**config.mk**
```make
export PLATFORM = sky130hd
export DESIGN_NAME = ipv4_dotted_quad_parser
export DESIGN_NICKNAME = d
export VERILOG_FILES = /design/src/rtl/dqp_pkg.sv /design/src/rtl/dqp_core.sv /design/src/rtl/dqp_out_reg.sv /design/src/rtl/ipv4_dotted_quad_parser.sv
export VERILOG_INCLUDE_DIRS = /design/src /design/src/rtl
export SDC_FILE = /design/constraint.sdc
export NUM_CORES = 1
export LEC_CHECK = 0
export BUFFER_PORTS_ARGS = -buffer_cell sky130_fd_sc_hd__buf_4
export CAP_MARGIN = 25
export CORE_ASPECT_RATIO = 1.4
export CORE_MARGIN = 5
export CORE_UTILIZATION = 60
export DETAILED_ROUTE_END_ITERATION = 6
export GPL_TIMING_DRIVEN = 0
export PLACE_DENSITY = 0.81
export SYNTH_ARGS = -nofsm -noshare
export SYNTH_HDL_FRONTEND = slang
export SYNTH_SLANG_ARGS = --single-unit
```
**constraint.sdc**
```tcl
create_clock -name clock -period 9.2 [get_ports clock]
set_input_delay 1.38 -clock clock [delete_from_list [all_inputs] [get_ports clock]]
set_output_delay 1.38 -clock clock [all_outputs]
set_load 0.005 [all_outputs]
```
**src/rtl/ipv4_dotted_quad_parser_macros.svh**
```systemverilog
// Assertion macros shared by the dotted-quad parser RTL.
// Depends on nothing; included by the files that carry assertions.
`ifndef IPV4_DOTTED_QUAD_PARSER_MACROS_SVH
`define IPV4_DOTTED_QUAD_PARSER_MACROS_SVH

// Same-cycle implication, disabled during reset.
`define DQP_ASSERT_NOW(label, clk, rst, ante, cons) \
   label: assert property (@(posedge clk) disable iff (rst) (ante) |-> (cons)) \
      else $error("dqp assertion failed");

// Next-cycle implication, disabled during reset.
`define DQP_ASSERT_NEXT(label, clk, rst, ante, cons) \
   label: assert property (@(posedge clk) disable iff (rst) (ante) |=> (cons)) \
      else $error("dqp assertion failed");

`endif

```
**src/rtl/dqp_pkg.sv**
```systemverilog
// Shared types and constants of the dotted-quad IPv4 parser.
// Used by dqp_core, dqp_out_reg and the top level; depends on nothing.
`default_nettype none

package dqp_pkg;

   localparam logic [7:0] CHAR_DOT   = 8'h2E;
   localparam logic [7:0] CHAR_PLUS  = 8'h2B;
   localparam logic [7:0] CHAR_MINUS = 8'h2D;
   localparam logic [7:0] CHAR_ZERO  = 8'h30;
   localparam logic [7:0] CHAR_NINE  = 8'h39;
   localparam logic [7:0] CHAR_SPACE = 8'h20;
   localparam logic [7:0] CHAR_TAB   = 8'h09;
   localparam logic [7:0] CHAR_CR    = 8'h0D;

   localparam logic [8:0] OCTET_LIMIT  = 9'd256;
   localparam logic [2:0] OCTETS_NORMAL = 3'd4;
   localparam logic [2:0] OCTETS_SUB    = 3'd3;

   localparam int RSP_DATA_W = 48;

   typedef struct packed {
      logic [7:0]  consumed;
      logic [2:0]  octet_count;
      logic        is_mask;
      logic        valid_res;
      logic [31:0] address;
   } res_type;

endpackage

`default_nettype wire

```
**src/rtl/dqp_core.sv**
```systemverilog
// Parse state registers and the per-character next-state and result logic.
// Depends on dqp_pkg.
`default_nettype none

module dqp_core
   import dqp_pkg::*;
(
   input  wire logic       clock,
   input  wire logic       reset,
   input  wire logic       item_fire,
   input  wire logic       start_req,
   input  wire logic [7:0] char_code,
   output logic            res_valid,
   output res_type         res
);

   localparam logic [1:0] PH_IDLE   = 2'd0;
   localparam logic [1:0] PH_SPACE  = 2'd1;
   localparam logic [1:0] PH_SIGN   = 2'd2;
   localparam logic [1:0] PH_DIGITS = 2'd3;

   logic [1:0]  phase_ff, phase_in;
   logic [8:0]  value_ff, value_in;
   logic [31:0] acc_ff, acc_in;
   logic [2:0]  left_ff, left_in;
   logic [2:0]  done_ff, done_in;
   logic        neg_ff, neg_in;
   logic        sub_ff, sub_in;
   logic [7:0]  count_ff, count_in;

   logic [1:0]  eff_phase;
   logic [8:0]  eff_value;
   logic [31:0] eff_acc;
   logic [2:0]  eff_left;
   logic [2:0]  eff_done;
   logic        eff_neg;
   logic        eff_sub;
   logic [7:0]  eff_count;

   logic [7:0]  count_inc;
   logic [7:0]  digit;
   logic        is_digit;
   logic        is_space;
   logic        is_sign;
   logic [11:0] prod;
   logic [31:0] acc_shift;
   logic [2:0]  left_dec;
   logic [2:0]  done_inc;
   logic        fin;
   logic        fin_ok;
   logic [31:0] fin_acc;
   logic [2:0]  fin_done;
   logic [31:0] addr;
   logic [31:0] inv;

   always_comb begin
      eff_phase = phase_ff;
      eff_value = value_ff;
      eff_acc   = acc_ff;
      eff_left  = left_ff;
      eff_done  = done_ff;
      eff_neg   = neg_ff;
      eff_sub   = sub_ff;
      eff_count = count_ff;
      if (start_req) begin
         eff_phase = PH_SPACE;
         eff_value = '0;
         eff_acc   = '0;
         eff_left  = OCTETS_NORMAL;
         eff_done  = '0;
         eff_neg   = 1'b0;
         eff_sub   = 1'b0;
         eff_count = '0;
      end

      count_inc = (eff_count == 8'hFF) ? eff_count : eff_count + 8'd1;
      digit     = char_code - CHAR_ZERO;
      is_digit  = (char_code >= CHAR_ZERO) && (char_code <= CHAR_NINE);
      is_space  = (char_code == CHAR_SPACE) ||
                  ((char_code >= CHAR_TAB) && (char_code <= CHAR_CR));
      is_sign   = (char_code == CHAR_PLUS) || (char_code == CHAR_MINUS);
      prod      = {eff_value, 3'b000} + {2'b00, eff_value, 1'b0} + {4'b0000, digit};
      acc_shift = {eff_acc[23:0], eff_value[7:0]};
      left_dec  = eff_left - 3'd1;
      done_inc  = eff_done + 3'd1;

      phase_in = eff_phase;
      value_in = eff_value;
      acc_in   = eff_acc;
      left_in  = eff_left;
      done_in  = eff_done;
      neg_in   = eff_neg;
      sub_in   = eff_sub;
      count_in = eff_count;
      fin      = 1'b0;
      fin_ok   = 1'b0;
      fin_acc  = eff_acc;
      fin_done = eff_done;

      if (start_req && (char_code == CHAR_DOT)) begin
         sub_in   = 1'b1;
         left_in  = OCTETS_SUB;
         count_in = count_inc;
      end else begin
         unique case (eff_phase)
            PH_IDLE: begin
            end
            PH_SPACE: begin
               if (is_space) begin
                  count_in = count_inc;
               end else if (is_sign) begin
                  neg_in   = (char_code == CHAR_MINUS);
                  phase_in = PH_SIGN;
                  count_in = count_inc;
               end else if (is_digit) begin
                  value_in = {1'b0, digit};
                  phase_in = PH_DIGITS;
                  count_in = count_inc;
               end else begin
                  fin = 1'b1;
               end
            end
            PH_SIGN: begin
               if (is_digit) begin
                  value_in = {1'b0, digit};
                  phase_in = PH_DIGITS;
                  count_in = count_inc;
               end else begin
                  fin = 1'b1;
               end
            end
            PH_DIGITS: begin
               if (is_digit) begin
                  value_in = (prod > {3'b000, OCTET_LIMIT}) ? OCTET_LIMIT : prod[8:0];
                  count_in = count_inc;
               end else if ((eff_value >= OCTET_LIMIT) ||
                            (eff_neg && (eff_value != 9'd0))) begin
                  fin = 1'b1;
               end else begin
                  acc_in   = acc_shift;
                  done_in  = done_inc;
                  left_in  = left_dec;
                  value_in = '0;
                  neg_in   = 1'b0;
                  fin_acc  = acc_shift;
                  fin_done = done_inc;
                  if (left_dec == 3'd0) begin
                     fin    = 1'b1;
                     fin_ok = 1'b1;
                  end else if (char_code == CHAR_DOT) begin
                     phase_in = PH_SPACE;
                     count_in = count_inc;
                  end else begin
                     fin    = 1'b1;
                     fin_ok = eff_sub;
                  end
               end
            end
            default: begin
            end
         endcase
      end

      if (fin) begin
         phase_in = PH_IDLE;
      end

      addr            = fin_ok ? fin_acc : 32'd0;
      inv             = ~addr;
      res.address     = addr;
      res.valid_res   = fin_ok;
      res.is_mask     = fin_ok && !eff_sub && ((inv & (inv + 32'd1)) == 32'd0);
      res.octet_count = fin_done;
      res.consumed    = eff_count;
      res_valid       = item_fire && fin;
   end

   always_ff @(posedge clock) begin
      if (reset) begin
         phase_ff <= PH_IDLE;
         value_ff <= '0;
         acc_ff   <= '0;
         left_ff  <= '0;
         done_ff  <= '0;
         neg_ff   <= 1'b0;
         sub_ff   <= 1'b0;
         count_ff <= '0;
      end else if (item_fire) begin
         phase_ff <= phase_in;
         value_ff <= value_in;
         acc_ff   <= acc_in;
         left_ff  <= left_in;
         done_ff  <= done_in;
         neg_ff   <= neg_in;
         sub_ff   <= sub_in;
         count_ff <= count_in;
      end
   end

endmodule

`default_nettype wire

```
**src/rtl/dqp_out_reg.sv**
```systemverilog
// Result register that holds one finished result until the downstream takes it.
// Depends on dqp_pkg and ipv4_dotted_quad_parser_macros.svh.
`default_nettype none
`include "ipv4_dotted_quad_parser_macros.svh"

module dqp_out_reg
   import dqp_pkg::*;
(
   input  wire logic     clock,
   input  wire logic     reset,
   input  wire logic     load,
   input  wire res_type  res,
   output logic          can_load,
   output logic          rsp_tvalid,
   input  wire logic     rsp_tready,
   output res_type       rsp_res
);

   logic    valid_ff, valid_in;
   res_type data_ff;

   assign can_load   = !valid_ff || rsp_tready;
   assign valid_in   = load || (valid_ff && !rsp_tready);
   assign rsp_tvalid = valid_ff;
   assign rsp_res    = data_ff;

   always_ff @(posedge clock) begin
      if (reset) begin
         valid_ff <= 1'b0;
      end else begin
         valid_ff <= valid_in;
      end
   end

   always_ff @(posedge clock) begin
      if (load) begin
         data_ff <= res;
      end
   end

   `DQP_ASSERT_NOW(a_load_when_free, clock, reset, load, can_load)
   `DQP_ASSERT_NOW(a_valid_has_octet, clock, reset, valid_ff && data_ff.valid_res,
                   data_ff.octet_count != 3'd0)
   `DQP_ASSERT_NOW(a_mask_needs_valid, clock, reset, valid_ff && data_ff.is_mask,
                   data_ff.valid_res && (data_ff.octet_count == OCTETS_NORMAL))
   `DQP_ASSERT_NOW(a_reject_zero_addr, clock, reset, valid_ff && !data_ff.valid_res,
                   data_ff.address == 32'd0)
   `DQP_ASSERT_NEXT(a_held_result, clock, reset, valid_ff && !rsp_tready && !load,
                    valid_ff && $stable(data_ff))

endmodule

`default_nettype wire

```
**src/rtl/ipv4_dotted_quad_parser.sv**
```systemverilog
// Dotted-decimal IPv4 address parser, top level. Depends on dqp_pkg, dqp_core
// and dqp_out_reg.
// Throughput: one character per cycle whenever the result register is free or drained.
// Output: the result is registered and appears on rsp in the cycle after its ending character is accepted.
// Reset: synchronous; the parser returns to idle and the result register empties.
`default_nettype none

module ipv4_dotted_quad_parser
   import dqp_pkg::*;
(
   input  wire logic                  clock,
   input  wire logic                  reset,
   input  wire logic                  req_tvalid,
   output logic                       req_tready,
   input  wire logic [7:0]            req_tdata,  // char_code
   input  wire logic                  req_tuser,  // start_req
   output logic                       rsp_tvalid,
   input  wire logic                  rsp_tready,
   // address[31:0], valid_res[32], is_mask[33], octet_count[36:34],
   // consumed[44:37], zeros above
   output logic [RSP_DATA_W-1:0]      rsp_tdata
);

   logic    item_fire;
   logic    res_valid;
   logic    can_load;
   res_type res;
   res_type rsp_res;

   assign req_tready = can_load;
   assign item_fire  = req_tvalid && req_tready;

   dqp_core u_core (
      .clock     (clock),
      .reset     (reset),
      .item_fire (item_fire),
      .start_req (req_tuser),
      .char_code (req_tdata),
      .res_valid (res_valid),
      .res       (res)
   );

   dqp_out_reg u_out (
      .clock      (clock),
      .reset      (reset),
      .load       (res_valid),
      .res        (res),
      .can_load   (can_load),
      .rsp_tvalid (rsp_tvalid),
      .rsp_tready (rsp_tready),
      .rsp_res    (rsp_res)
   );

   assign rsp_tdata = {{(RSP_DATA_W - $bits(res_type)){1'b0}}, rsp_res};

endmodule

`default_nettype wire
```
==> impl_summary.txt <==
----------------------------------------------------
[Synth]
  Cell types occupying the most area after synthesis ... sky130_fd_sc_hd__edfxtp_1 (23%), sky130_fd_sc_hd__dfxtp_1 (18%), sky130_fd_sc_hd__nor2_1 (5.6%)
  Simple-gate share of the synthesized area ... 22.57%
  Avg Synthesized Cell Area ... approximately 9.0 sq um
  Number of warning messages in the yosys log ... 0
  Number of library cell types mapped by synthesis ... 87
  Leading area contributor after synthesis ... sky130_fd_sc_hd__edfxtp_1
  Main combinational cell family by area after synthesis ... compound AO/OA/AOI/OAI gates
  Register area share after synthesis ... 40.63%
  Fraction of synthesized cell area taken by the top area cell type ... between 20% and 30%
  Xor/xnor cell area share of the yosys netlist ... under 10%
  Post-synthesis adder-cell area fraction ... under 10%
  Number of instances in the synthesized netlist ... 656
  Fraction of the mapped netlist area in compound gates ... 22.93%
  Main synth FF type ... sky130_fd_sc_hd__dfxtp_1
  Asr flop ratio synth ... 0%
  Synth Cell Area ... 5888 sq um
  EDFF count, synth ... 45
  Synthesized flop and latch total ... 97
  Proportion of synthesized area in mux cells ... 0.5312%

[Timing]
  Final Critical Period ... between 5 and 6 ns
  Highest attainable clock frequency ... 174.6 MHz
  Accumulated negative setup slack ... 0 ns
  Worst slew slack as a fraction of its limit ... between 30% and 40%
  Final worst setup slack ... roughly 3.5 ns
  Final Cycle Share ... between 60% and 70%
  Unrepaired setup endpoints after global routing ... false
  Worst slack on hold paths ... 0.4773 ns
  Worst clock skew ... between 0.009 and 0.01 ns
  Actual slew at the worst max-slew pin ... 0.9439 ns
  Setup-failing EPs final ... 0
  Number of hold violations in the final report ... 0
  Count of pins over their slew limit ... 0

[Finish]
  Most common library cell in the layout ignoring fill and taps ... sky130_fd_sc_hd__nor2_1
  ANT cells ... 0
  Final net count ... 766
  Layout cell share with drive strength beyond 1 ... 15.87%
  Final instance count without filler cells ... 863
  Area growth syn-to-layout ... 15.32%
  Final core utilization ... 71.39%
  Leading cell types in the layout, fill and taps excluded ... sky130_fd_sc_hd__nor2_1 (88), sky130_fd_sc_hd__buf_4 (60), sky130_fd_sc_hd__dfxtp_1 (52), sky130_fd_sc_hd__a21oi_1 (47), sky130_fd_sc_hd__edfxtp_1 (45)

[Clock network]
  Clock root cell ... sky130_fd_sc_hd__clkbuf_16
  Total number of clock tree sinks ... 97
  Post-CTS clock slew at the launch and capture registers of the worst setup and hold paths ... roughly 0.060 ns
  Number of buffers inserted for hold repair after clock tree synthesis ... 0
  Clock tree from TritonCTS ... built
  CTS H-tree depth ... 3
  CTS resizes ... 0
  Clk Latency, worst-skew pair ... around 0.35 ns
  Buffer depth of the longest clock path ... 2
  Number of buffers created by CTS ... 9
  Number of buffers inserted to repair setup after CTS ... 0

[Critical path]
  Ordered cell list for the critical path ... buf_4 > buf_2 > buf_1 > clkbuf_1 > nor2b_1 > fa_1 > fa_1 > or4_1 > nor3_1 > o21ai_1 > a2111oi_4 > o211ai_2 > or2_0 > a211oi_1
  Cell type with the highest occurrence count on the critical path ... sky130_fd_sc_hd__fa_1
  CP required ... about 9.5 ns
  Cell class contributing the biggest share of worst-path delay ... buffers and inverters
  Worst setup path class ... in2reg
  Slowest stage cell, crit path ... sky130_fd_sc_hd__fa_1
  Maximum single-stage delay on the critical path ... 0.54 ns
  Arrival @ worst endpoint ... ~6 ns
  Buf+Inv Stages, Crit Path ... 4
  Largest fanout on the critical path ... 10
  Critical Path Source Type ... input pin
  Critical Path Sink Type ... flip-flop

[Drt]
  Post-Route WL ... 16,710 um
  Per-cell via count in the routed design ... 6.380
  Total via count in the routed design ... ~5,500
  Initial DRT Pass Iterations ... 5
  Uppermost metal layer occupied by signal nets ... met4
  DRC violations left ... 0
  Met3 Routed Length ... between 1000 and 1500 um
  Wire length on met2 ... roughly 8400 um
  Antenna Violating Nets Remaining ... 0
  Detailed-route wire length on metal 1 ... 6256 um
  Detailed router's first-iteration violation count ... 530
  Detail-routed net length per standard cell ... 19.37 um

[Placed design]
  Cells after DPL ... between 800 and 900
  Dpl ws ... about 3.2 ns
  Placed wire-length estimate ... between 10,000 and 15,000 um
  Final estimated routing congestion in global placement ... around 1
  Number of buffer cells added on primary ports ... 57

[Global route]
  Vias in the first global route ... 5,392
  First-pass GRT wire length ... 26,730 um
  Pin count of the biggest net entering global routing ... 46
  Antenna violations before repair ... 0
  GRT Util Overall ... between 20% and 30%
  GR Overflow Total ... 0

[Power]
  Leakage component of the power ... 2.640 nW
  Power per Cell Area ... 145.1 nW/um^2
  Peak supply drop ... 0.08706 mV

[Die]
  Site row count ... 42
  Total Die Area ... 11,920 sq um
  Core region area ... between 9000 and 10,000 sq um
  Die width ... 93.73 um
  Die Y-Extent ... about 130 um
  Boundary pin count ... 63
  Initial core utilization ... 61.90%

[Status]
  Run status ... finished clean

[Worst hold path]
  Worst hold-check path type ... reg2reg

[Job]
  Max capacitance violation total ... 0

----------------------------------------------------
==> final cells by class <==
cell class / instances / area (sq um)
clock buffers: 10 / 229.0
multi-input cells: 483 / 3183
inverters: 33 / 123.9
well taps: 132 / 165.2
fillers: 758 / 2721
repair buffers: 57 / 427.9
plain buffers: 45 / 196.4
clock inverters: 6 / 72.57
flip-flops and latches: 97 / 2392
==> sequential cells by signal (all words and copies together) (netlist names), named ones only <==
register / count
u_core.value_ff: 9
u_core.neg_ff: 1
u_core.count_ff: 8
u_core.done_ff: 3
u_out.rsp_res: 45
u_core.acc_ff: 24
u_core.phase_ff: 2
u_out.rsp_tvalid: 1
u_core.left_ff: 3
==> logic make-up after synthesis <==
family	count (synthesis)
buf+inv	78
other cells	1
compound gates	190
flops	97
fa+ha+maj	27
xor+xnor	9
simple gates	251
mux	3
==> tightest hold or removal path, cell delays in order, from the launching register on <==
cell and delay [ns]:
sky130_fd_sc_hd__dfxtp_1 0.32, sky130_fd_sc_hd__nand2_1 0.06, sky130_fd_sc_hd__a21oi_1 0.05
==> synthesized netlist by cell type (21+ instances only) <==
| library cell | number |
|---|---|
| sky130_fd_sc_hd__ha_1 | 21 |
| sky130_fd_sc_hd__dfxtp_1 | 52 |
| sky130_fd_sc_hd__nor2b_1 | 21 |
| sky130_fd_sc_hd__clkbuf_1 | 26 |
| sky130_fd_sc_hd__edfxtp_1 | 45 |
| sky130_fd_sc_hd__inv_1 | 31 |
| sky130_fd_sc_hd__o21ai_0 | 24 |
| sky130_fd_sc_hd__a22oi_1 | 25 |
| sky130_fd_sc_hd__nor2_1 | 88 |
| sky130_fd_sc_hd__and2_1 | 23 |
| sky130_fd_sc_hd__nand2_1 | 39 |
| sky130_fd_sc_hd__a21oi_1 | 47 |
==> final timing paths <==
path                                   startpoint                               to  slack (ns)  cells past startpoint
setup reg to reg  u_core.value_ff[0]$_SDFFE_PP0P_  u_core.value_ff[5]$_SDFFE_PP0P_        5.07                     10
hold reg to reg   u_core.count_ff[6]$_SDFFE_PP0P_  u_core.count_ff[6]$_SDFFE_PP0P_        0.48                      2
setup / recovery                        req_tuser  u_core.value_ff[5]$_SDFFE_PP0P_        3.47                     14
hold / removal    u_core.count_ff[6]$_SDFFE_PP0P_  u_core.count_ff[6]$_SDFFE_PP0P_        0.48                      2
==> metrics by stage <==
step	total power [mW]	cell area, sq um
3_3_place_gp	0.6045	6489
5_1_grt	1.021	6790
3_5_place_dp	0.6087	6489
2_1_floorplan	0.5659	5896
4_1_cts	0.9828	6790
6_report	0.9851	6790
==> layer usage <==
layer | up-vias | GRT usage, %
li1 | 2532 | -
met1 | 2605 | 31.41
met2 | 302 | 50.61
met3 | 67 | 5.059
met4 | 0 | 15.22
met5 | - | 0
==> power breakdown <==
group	switching, mW	leakage [nW]	total (mW)	internal (mW)
clock	0.167	0.144	0.382	0.215
combinational	0.0875	1.63	0.139	0.0512
sequential	0.00617	0.869	0.465	0.458
Note: power is estimated with default switching activity, not from simulation.
